==> config.mk <==
export PLATFORM = sky130hd
export DESIGN_NAME = fgb_ctrl
export DESIGN_NICKNAME = d
export VERILOG_FILES = /design/src/design/font_glyph_blitter_macros.svh /design/src/design/fgb_pkg.sv /design/src/design/fgb_ctrl.sv
export SDC_FILE = /design/constraint.sdc
export NUM_CORES = 1
export LEC_CHECK = 0
export ABC_CLOCK_PERIOD_IN_PS = 2050
export BUFFER_PORTS_ARGS = -buffer_cell sky130_fd_sc_hd__buf_2
export CAP_MARGIN = 25
export CELL_PAD_IN_SITES_DETAIL_PLACEMENT = 1
export CELL_PAD_IN_SITES_GLOBAL_PLACEMENT = 2
export CORE_MARGIN = 2
export CORE_UTILIZATION = 16
export DETAILED_ROUTE_END_ITERATION = 6
export PLACE_DENSITY_LB_ADDON = 0.1
export SLEW_MARGIN = 10
export SYNTH_ARGS = -nofsm -noshare
export SYNTH_HDL_FRONTEND = slang
export SYNTH_SLANG_ARGS = --single-unit
==> constraint.sdc <==
create_clock -name clk_i -period 2.05 [get_ports clk_i]
set_clock_uncertainty 0.2 [all_clocks]
set_input_delay 0.1025 -clock clk_i [delete_from_list [all_inputs] [get_ports clk_i]]
set_output_delay 0.1025 -clock clk_i [all_outputs]
set_load 0.01 [all_outputs]
==> src/design/font_glyph_blitter_macros.svh <==
// ----------------------------------------------------------------------------
// Font glyph blitter assertion macros
// Concurrent check wrappers; they expand to nothing in synthesis.
// ----------------------------------------------------------------------------
`ifndef FONT_GLYPH_BLITTER_MACROS_SVH
`define FONT_GLYPH_BLITTER_MACROS_SVH
`ifndef SYNTHESIS
// Check with reset disable.
`define FGB_ASSERT(lbl, clk, rst_n, prop) \
  lbl: assert property (@(posedge clk) disable iff (!rst_n) (prop)) \
    else $error("%m: check failed");
// Check that also holds during reset.
`define FGB_ASSERT_NR(lbl, clk, prop) \
  lbl: assert property (@(posedge clk) (prop)) else $error("%m: check failed");
`else
`define FGB_ASSERT(lbl, clk, rst_n, prop)
`define FGB_ASSERT_NR(lbl, clk, prop)
`endif
`endif

==> src/design/fgb_pkg.sv <==
// ----------------------------------------------------------------------------
// Font glyph blitter package
// Widths, codes and the command/status words shared by the blitter modules.
// ----------------------------------------------------------------------------
`default_nettype none

package fgb_pkg;

  localparam int unsigned SIDE_W     = 4;
  localparam int unsigned COORD_W    = 8;
  localparam int unsigned PEN_W      = 11;
  localparam int unsigned PIX_W      = 8;
  localparam int unsigned FB_W       = 16;
  localparam int unsigned AIDX_W     = 16;
  localparam int unsigned AW_W       = 9;
  localparam int unsigned ATL_ADDR_W = 18;
  localparam int unsigned CODE_W     = 8;

  localparam logic [AW_W-1:0] AW_RESET = 9'd256;
  localparam int              PEN_MAX  = 1023;

  typedef enum logic [1:0] {
    FN_LOAD  = 2'd0,
    FN_ATLAS = 2'd1,
    FN_PEN   = 2'd2,
    FN_DRAW  = 2'd3
  } func_e;

  typedef enum logic [1:0] {
    ST_CLEAR,
    ST_IDLE,
    ST_FETCH,
    ST_WALK
  } state_e;

  typedef struct packed {
    logic [COORD_W-1:0] gx;
    logic [COORD_W-1:0] gy;
    logic [SIDE_W-1:0]  gw;
    logic [SIDE_W-1:0]  gh;
  } glyph_t;

  typedef struct packed {
    func_e                     func;
    logic                      font_index;
    logic [CODE_W-1:0]         glyph_code;
    logic [COORD_W-1:0]        glyph_atlas_x;
    logic [COORD_W-1:0]        glyph_atlas_y;
    logic [SIDE_W-1:0]         glyph_width;
    logic [SIDE_W-1:0]         glyph_height;
    logic [AIDX_W-1:0]         atlas_index;
    logic [PIX_W-1:0]          atlas_pixel;
    logic signed [PEN_W-1:0]   pen_x;
    logic signed [PEN_W-1:0]   pen_y;
  } in_word_t;

  typedef struct packed {
    logic [FB_W-1:0]  fb_index;
    logic [PIX_W-1:0] color;
    logic             last;
  } out_word_t;

  typedef struct packed {
    logic clear;
    logic tbl_write;
    logic atlas_write;
    logic pen_set;
    logic tbl_read;
    logic start;
    logic walk;
    logic finish;
  } cmd_t;

  typedef struct packed {
    func_e func;
    logic  slot_ok;
    logic  draw_ok;
    logic  atlas_ok;
    logic  clr_last;
    logic  fin_ok;
  } status_t;

endpackage

`default_nettype wire

==> src/design/fgb_ctrl.sv <==
// ----------------------------------------------------------------------------
// Font glyph blitter controller
// Sequences table clear, item dispatch, glyph fetch and the pixel walk.
// ----------------------------------------------------------------------------
`default_nettype none

module fgb_ctrl (
  input  logic             clk_i,
  input  logic             rst_ni,
  input  logic             in_valid_i,
  output logic             in_ready_o,
  input  fgb_pkg::status_t status_i,
  output fgb_pkg::cmd_t    cmd_o
);

  fgb_pkg::state_e state_q, state_d;
  logic            accept;

  always_ff @(posedge clk_i or negedge rst_ni) begin
    if (!rst_ni) begin
      state_q <= fgb_pkg::ST_CLEAR;
    end else begin
      state_q <= state_d;
    end
  end

  assign accept = in_valid_i && in_ready_o;

  // Next state.
  always_comb begin
    state_d = state_q;
    unique case (state_q)
      fgb_pkg::ST_CLEAR: begin
        if (status_i.clr_last) state_d = fgb_pkg::ST_IDLE;
      end
      fgb_pkg::ST_IDLE: begin
        if (accept && status_i.func == fgb_pkg::FN_DRAW && status_i.draw_ok) begin
          state_d = fgb_pkg::ST_FETCH;
        end
      end
      fgb_pkg::ST_FETCH: begin
        state_d = fgb_pkg::ST_WALK;
      end
      fgb_pkg::ST_WALK: begin
        if (status_i.fin_ok) state_d = fgb_pkg::ST_IDLE;
      end
      default: state_d = fgb_pkg::ST_CLEAR;
    endcase
  end

  // Outputs.
  always_comb begin
    in_ready_o = 1'b0;
    cmd_o      = '0;
    unique case (state_q)
      fgb_pkg::ST_CLEAR: begin
        cmd_o.clear = 1'b1;
      end
      fgb_pkg::ST_IDLE: begin
        in_ready_o        = 1'b1;
        cmd_o.tbl_write   = in_valid_i && status_i.func == fgb_pkg::FN_LOAD
                            && status_i.slot_ok;
        cmd_o.atlas_write = in_valid_i && status_i.func == fgb_pkg::FN_ATLAS
                            && status_i.atlas_ok;
        cmd_o.pen_set     = in_valid_i && status_i.func == fgb_pkg::FN_PEN;
        cmd_o.tbl_read    = in_valid_i && status_i.func == fgb_pkg::FN_DRAW
                            && status_i.draw_ok;
      end
      fgb_pkg::ST_FETCH: begin
        cmd_o.start = 1'b1;
      end
      fgb_pkg::ST_WALK: begin
        cmd_o.walk   = 1'b1;
        cmd_o.finish = status_i.fin_ok;
      end
      default: begin
        cmd_o = '0;
      end
    endcase
  end

endmodule

`default_nettype wire

==> impl_metrics.json, run 1 <==
{
  "outcome": "finished clean",
  "synthesis.area_um2": 211,
  "syn_nets": 37,
  "syn_inst": 23,
  "fin_area_um2": 369,
  "gp_congestion": 0.636,
  "insertedDiodeCount": 0,
  "hp-class": "input pin to flop",
  "ant_nets": 0,
  "syn_area_per_cell_um2": 9.19,
  "fin_crit_ps": 1860,
  "drt-vias-per-instance": 4.28,
  "htree_levels": 1,
  "die_x_um": 40.4,
  "fin_crit_sh_pct": 90.5,
  "relSlewSlack_pct": 80.7,
  "drc_errors": 0,
  "powerDensity_nw_per_um2": 936,
  "cts_buffers": 3,
  "hold_violations": 0,
  "multi_input_area_um2": 160,
  "drt_pass1_iterations": 1,
  "drive_gt1_share_pct": 54.3,
  "cp-start-kind": "flop",
  "crit_path_max_fanout": 5,
  "final_common_cell": "buf_2",
  "seq_area_frac_synth_pct": 23.7,
  "regArea_um2": 50.0,
  "crit_path_end_kind": "output port",
  "synthDistinctLibCells": 17,
  "place_inst": 56,
  "syn2layout_area_growth_pct": 74.6,
  "drt-initial-drc-count": 0,
  "grt_pass1_wl_um": 1020,
  "instances_no_fill": 61,
  "cts_buffer_depth": 2,
  "ys_warn_count": 0,
  "cts_setup_buffers": 0,
  "top_regs": "state_q x2",
  "grt_max_degree": 6,
  "grt_overflow": 0,
  "mostFrequentLayoutCells": "18 x buf_2, 4 x ha_1, 3 x clkbuf_4",
  "timing.setup.tns_ps": 0,
  "largest_reg_flops": 2,
  "io_pins": 19,
  "drv_slew": 0,
  "cts-root-buf": "clkbuf_4",
  "worstPathRequired_ps": 1750,
  "final_nets": 62,
  "synth_seq_cells": 2,
  "hpwl_um": 571,
  "core.rowCount": 13,
  "maxCapViolCount": 0,
  "coreArea_um2": 1270,
  "grt_use_total_pct": 10.7,
  "rsz0062_at_grt": "no",
  "ir_worst_vdd_uv": 333,
  "cp.arrival_ps": 1550,
  "worstMarginPinSlew_ps": 289,
  "fillCellCount": 163,
  "clk_latency_ps": 220,
  "setup_viol": 0,
  "clock-sinks": 2,
  "p_total_uw": 346,
  "cts_tree": "done",
  "grt_pass1_vias": 248,
  "placed_area_um2": 320,
  "start_util_pct": 16.7,
  "regMostFlops": "state_q",
  "via_count": 261,
  "max_freq_mhz": 539,
  "io_buffers": 18,
  "fin_util_pct": 29.1,
  "routed_wl_um": 683,
  "dieArea_um2": 1630,
  "wl_per_cell_um": 11.2,
  "p_leak_nw": 0.199,
  "dieHeight_um": 40.4,
  "antenna_found_initial": 0,
  "clk_pin_slew_ps": 30,
  "critPathKind": "flop to output port"
}
-- power breakdown --
part / internal, mW / switching, mW / total (mW) / leakage (nW)
clock network: 0.0645 / 0.0210 / 0.0854 / 0.0138
registers: 0.0540 / 0.0132 / 0.0672 / 0.0207
logic: 0.0914 / 0.102 / 0.193 / 0.164
-- worst paths after layout --
check / from / end / slack [ps] / depth (start not counted)
max in group asynchronous: rst_ni / state_q[0] / 980 / 3
worst max-delay path: state_q[1] / cmd_o[6] / 190 / 5
worst min-delay path: status_i[1] / state_q[0] / 150 / 3
min in group asynchronous: rst_ni / state_q[1] / 540 / 3
worst max register to register: state_q[0] / state_q[1] / 330 / 4
worst min register to register: state_q[1] / state_q[1] / 370 / 1
-- cell families (layout without fill, tap and decap cells) --
kind of cell,count (synthesis),count (layout),synth area share [%]
buffers and inverters,2,25,3.55
AOI/OAI and AO/OA,2,2,10.1
muxes,1,1,5.33
DFF,2,2,23.7
and+or+nand+nor,12,12,33.7
adders and majority gates,4,4,23.7
-- cell usage after synthesis --
| cell type | number | share of area [%] |
|---|---|---|
| nand4_1 | 1 | 3.0 |
| mux2_2 | 1 | 5.3 |
| nor4_1 | 1 | 3.0 |
| o32ai_1 | 1 | 4.1 |
| nor3b_1 | 1 | 3.6 |
| nor3_1 | 1 | 2.4 |
| a211oi_2 | 1 | 5.9 |
| and2_1 | 1 | 3.0 |
| inv_1 | 2 | 3.6 |
| ha_1 | 4 | 24 |
| nand2_1 | 2 | 3.6 |
| nor2b_1 | 1 | 3.0 |
| nand3_1 | 1 | 2.4 |
| nor4b_1 | 1 | 4.1 |
| nor2_1 | 1 | 1.8 |
| dfrtp_1 | 2 | 24 |
| and2b_2 | 1 | 4.1 |
-- layer usage --
layer / wire length (µm) / global-route usage, % / vias to the layer above
met5: 0 / 0 / -
met3: 64 / 3.33 / 0
li1: - / - / 132
met1: 265 / 9.18 / 115
met2: 352 / 17.9 / 14
met4: 0 / 12.5 / 0
-- what timing repair did --
action                     CTS  global route
hold buffers                 2             0
setup endpoints to repair    0             1
hold endpoints to repair     2             0
gates resized for setup      0             1
-- cell type report --
class,instances,area share [%]
Multi-Input combinational cell,19,43.4
Timing Repair Buffer,20,29.8
Sequential cell,2,13.6
Clock buffer,3,6.10
Tap cell,15,5.08
Inverter,2,2.03
-- worst max-delay path, cell delays in order (launching register included) --
cell,delay [ps]
dfrtp_1,400
inv_1,90
ha_1,230
nand2_1,170
nor4b_2,270
buf_2,170
-- stage by stage --
step | worst slack, ps | hold slack, ps
after floorplan | 354 | -393
after global placement | 369 | -308
after detailed placement | 328 | -308
after CTS | 84.2 | 147
after global routing | 24.2 | 146
final | 194 | 153
(Power assumes the default switching activity.)
==> run 2: changes to the inputs <==
Settings changed: PLACE_DENSITY from default to 0.71, PLACE_DENSITY_LB_ADDON 0.1 to default.
==> run 2 against run 1 <==
- combinational power is essentially flat
- via count is 0.77% higher
- clock power up 3.3%
- die area is the same
- utilization unchanged
- critical endpoint unchanged
- largest cell class unchanged
- highest routed layer is now met4
==> impl_metrics.json, run 2 (synthesis results as in run 1) <==
{
  "dieHeight_um": 40.4,
  "cts_setup_buffers": 0,
  "cts-root-buf": "clkbuf_4",
  "antenna_found_initial": 0,
  "start_util_pct": 16.7,
  "clock-sinks": 2,
  "fin_crit_sh_pct": 90.0,
  "io_pins": 19,
  "layout_setup_ws_ps": 206,
  "place_ws_ps": 340,
  "grt_pass1_wl_um": 1090,
  "setup_viol": 0,
  "powerDensity_nw_per_um2": 952,
  "ant_nets": 0,
  "largest_reg_flops": 2,
  "fin_area_um2": 369,
  "cts_tree": "done",
  "dieArea_um2": 1630,
  "drt-initial-drc-count": 3,
  "p_leak_nw": 0.199,
  "hpwl_um": 540,
  "die_x_um": 40.4,
  "gp_congestion": 0.647,
  "hold_violations": 0,
  "timing.setup.tns_ps": 0,
  "drt_pass1_iterations": 2,
  "maxCapViolCount": 0,
  "final_nets": 62,
  "drv_slew": 0,
  "core.rowCount": 13,
  "ir_worst_vdd_uv": 331,
  "clk_pin_slew_ps": 30,
  "mostFrequentLayoutCells": "18 x buf_2, 4 x ha_1, 3 x clkbuf_4",
  "clk_latency_ps": 230,
  "drive_gt1_share_pct": 54.3,
  "hp-class": "input pin to flop",
  "io_buffers": 18,
  "drt-vias-per-instance": 4.31,
  "top_regs": "state_q x2",
  "via_count": 263,
  "final_common_cell": "buf_2",
  "placed_area_um2": 320,
  "routed_wl_um": 678,
  "insertedDiodeCount": 0,
  "cp.arrival_ps": 1540,
  "outcome": "finished clean",
  "crit_path_end_kind": "output port",
  "max_freq_mhz": 542,
  "htree_levels": 1,
  "wl_per_cell_um": 11.1,
  "worstPathRequired_ps": 1750,
  "worstMarginPinSlew_ps": 262,
  "p_total_uw": 351,
  "crit_path_max_fanout": 5,
  "drc_errors": 0,
  "critPathKind": "flop to output port",
  "cp-start-kind": "flop",
  "coreArea_um2": 1270,
  "relSlewSlack_pct": 82.5,
  "grt_pass1_vias": 284,
  "regMostFlops": "state_q",
  "fin_crit_ps": 1840,
  "cts_buffer_depth": 2,
  "r2r_slack_ps": 340,
  "grt_overflow": 0,
  "grt_max_degree": 6,
  "syn2layout_area_growth_pct": 74.6,
  "rsz0062_at_grt": "no",
  "grt_use_total_pct": 10.8,
  "cts_buffers": 3
}
==> run 2: cell counts in the layout (fill, tap and decap cells not counted) <==
Identical to the previous run, type by type.
==> run 2: layout make-up <==
class	count	area [µm²]
Clock buffer	3	22.5
Fill cell	162	900
Inverter	2	7.51
Multi-Input combinational cell	19	160
Sequential cell	2	50.0
Tap cell	15	18.8
Timing Repair Buffer	20	110
==> run 2: path summary, 6_finish.rpt <==
kind                       cells past startpoint          to         from
setup / recovery                               5    cmd_o[6]   state_q[1]
hold / removal                                 3  state_q[0]  status_i[1]
setup reg to reg                               4  state_q[1]   state_q[0]
hold reg to reg                                1  state_q[1]   state_q[1]
max in group asynchronous                      3  state_q[1]       rst_ni
min in group asynchronous                      3  state_q[0]       rst_ni
==> run 2: routing by layer <==
metal | GRT usage, % | part of all wire [%] | vias up
met5 | 0 | 0 | -
met2 | 19.4 | 43 | 21
met4 | 10.0 | 2.8 | 0
met3 | 3.89 | 14 | 2
li1 | - | - | 132
met1 | 8.91 | 40 | 108
==> run 2: what timing repair did <==
action / in CTS / in global routing
hold endpoints to repair: 2 / 0
resized for setup: 0 / 1
endpoints found under the setup margin: 0 / 1
hold buffers: 2 / 0
==> run 2: stage by stage <==
step | hold slack (ps) | util (%) | instances
after floorplan | -393 | - | 23
after global placement | -309 | 25.2 | 56
after detailed placement | -309 | 25.2 | 56
after CTS | 103 | 28.6 | 61
after global routing | 130 | 29.1 | 61
final | 93.6 | 29.1 | 61
==> run 2: worst max-delay path, cell delays in order (launching register included) <==
cell,delay (ps)
dfrtp_1,400
inv_1,100
ha_1,240
nand2_1,160
nor4b_2,260
buf_2,170
==> run 2: power breakdown <==
group	internal, mW	switching, mW
sequential	0.0540	0.0132
clock	0.0647	0.0235
combinational	0.0925	0.104
total	0.211	0.140
==> run 3: changes to the inputs <==
Settings changed: CTS_BUF_LIST from default to sky130_fd_sc_hd__clkbuf_16.
==> run 3 against run 2 <==
- clock-buffer cell count stayed put
- combinational power about the same
- sequential share of layout area down 1.7 points
- highest routed layer is now met3
- sequential power up 0.7%
- critical endpoint unchanged
==> impl_metrics.json, run 3 (synthesis results as in run 1) <==
{
  "grt_overflow": 0,
  "reg2reg_depth": 4,
  "p_leak_nw": 0.222,
  "critPathKind": "flop to output port",
  "fin_crit_sh_pct": 90.1,
  "r2r-end": "state_q[1]",
  "drt-initial-drc-count": 3,
  "top_usage_layer": "met2",
  "place_ws_ps": 340,
  "startpoint": "state_q[1]",
  "drive_gt1_share_pct": 54.3,
  "fin_area_um2": 422,
  "routed_wl_um": 709,
  "coreArea_um2": 1270,
  "cp.arrival_ps": 1540,
  "p_total_uw": 555,
  "multi_input_area_um2": 160,
  "hpwl_um": 540,
  "via_count": 260,
  "io_pins": 19,
  "max_stage_delay_ps": 400,
  "final_nets": 62,
  "clock-sinks": 2,
  "clk_latency_ps": 220,
  "grt_pass1_vias": 275,
  "switching_share_pct": 28.9,
  "wl_per_cell_um": 11.6,
  "drt-vias-per-instance": 4.26,
  "grt_max_degree": 6,
  "hp-class": "input pin to flop",
  "timing.setup.tns_ps": 0,
  "placed_area_um2": 320,
  "outcome": "finished clean",
  "drt_pass1_iterations": 2,
  "fin_crit_ps": 1850,
  "largest_reg_flops": 2,
  "clk_pin_slew_ps": 30,
  "grt.met3_usage_pct": 2.22,
  "io_buffers": 18,
  "crit_path_end_kind": "output port",
  "crit_cells": 5,
  "rsz0062_at_grt": "no",
  "antenna_found_initial": 0,
  "r2r_slack_ps": 340,
  "max_freq_mhz": 541,
  "power_frac_seq_pct": 12.2,
  "drv_slew": 0,
  "cts_buffer_depth": 2,
  "die_x_um": 40.4,
  "r2r-start": "state_q[1]",
  "relSlewSlack_pct": 82.5,
  "gp_congestion": 0.647,
  "cts_buffers": 3,
  "setup_viol": 0,
  "comb_power_share_pct": 35.5,
  "cp_slowest_cell": "dfrtp_1",
  "cts_tree": "done",
  "mostFrequentLayoutCells": "18 x buf_2, 4 x ha_1, 3 x clkbuf_16",
  "worstMarginPinSlew_ps": 262,
  "top_regs": "state_q x2",
  "syn2layout_area_growth_pct": 99.4,
  "grt_use_met2_pct": 20.2,
  "grt_use_met1_pct": 8.91,
  "powerDensity_nw_per_um2": 1320,
  "dieArea_um2": 1630,
  "critical_path.endpoint": "cmd_o[6]",
  "switching_power_uw": 160,
  "critPathTopFamily": "simple AND/OR/NAND/NOR gates",
  "dieHeight_um": 40.4,
  "hold_violations": 0,
  "grt_pass1_wl_um": 1080,
  "internal_power_uw": 394,
  "worstPathRequired_ps": 1750,
  "fin_util_pct": 33.2,
  "crit_chain": "inv_1 -> ha_1 -> nand2_1 -> nor4b_2 -> buf_2",
  "layout_setup_ws_ps": 203,
  "grt_use_total_pct": 10.4,
  "regMostFlops": "state_q",
  "ant_nets": 0,
  "final_common_cell": "buf_2",
  "regArea_um2": 50.0,
  "maxCapViolCount": 0,
  "core.rowCount": 13,
  "path_buf_inv": 2,
  "cts-root-buf": "clkbuf_16",
  "drc_errors": 0,
  "fillCellCount": 155,
  "cp-start-kind": "flop",
  "insertedDiodeCount": 0,
  "crit_path_max_fanout": 5,
  "htree_levels": 1,
  "start_util_pct": 16.7,
  "ir_worst_vdd_uv": 553,
  "p_clk_share_pct": 52.3
}
[run 3: cell counts in the layout (fill, tap and decap cells not counted)]
No cell type changed its count.
[run 3: area by class of cell]
class	count	share of cell area (%)
multi-input combinational	19	38.0
timing repair buffer	20	26.1
clock buffer	3	17.8
sequential	2	11.9
tap	15	4.45
inverter	2	1.78
[run 3: worst min-delay path by stage]
| stage | startpoint | endpoint | slack (ps) | cells after the start |
|---|---|---|---|---|
| 2_1_floorplan | rst_ni | state_q[0] | -390 | 0 |
| 3_3_place_gp | rst_ni | state_q[1] | -310 | 1 |
| 3_5_place_dp | rst_ni | state_q[1] | -310 | 1 |
| 4_1_cts | status_i[3] | state_q[0] | 150 | 4 |
| 5_1_grt | status_i[1] | state_q[0] | 180 | 3 |
| 6_report | status_i[1] | state_q[0] | 140 | 3 |
[run 3: power groups by stage]
stage	Clock, mW	Sequential (mW)	Combinational (mW)
after global placement	0	0.0665	0.191
final	0.290	0.0676	0.197
after detailed placement	0	0.0679	0.192
after floorplan	0	0.0645	0.127
after global routing	0.299	0.0705	0.222
after CTS	0.297	0.0675	0.198
[run 3: repair_timing]
action,CTS,global route
hold buffers,2,0
buffers inserted,0,0
endpoints found under the setup margin,0,1
resized for setup,0,1
hold endpoints to repair,2,0
[run 3: layer usage]
metal	wire, µm	part of all wire (%)
met5	0	0
met2	333	47
met3	82	12
met1	293	41
met4	0	0
[run 3: worst min-delay path: stages]
cell and delay, ps:
buf_2 80, nor2b_1 60, o32ai_1 260
[run 3: stage by stage]
step / hold WS [ps] / instances
final: 142 / 61
after global routing: 177 / 61
after detailed placement: -309 / 56
after CTS: 154 / 61
after floorplan: -393 / 23
after global placement: -309 / 56
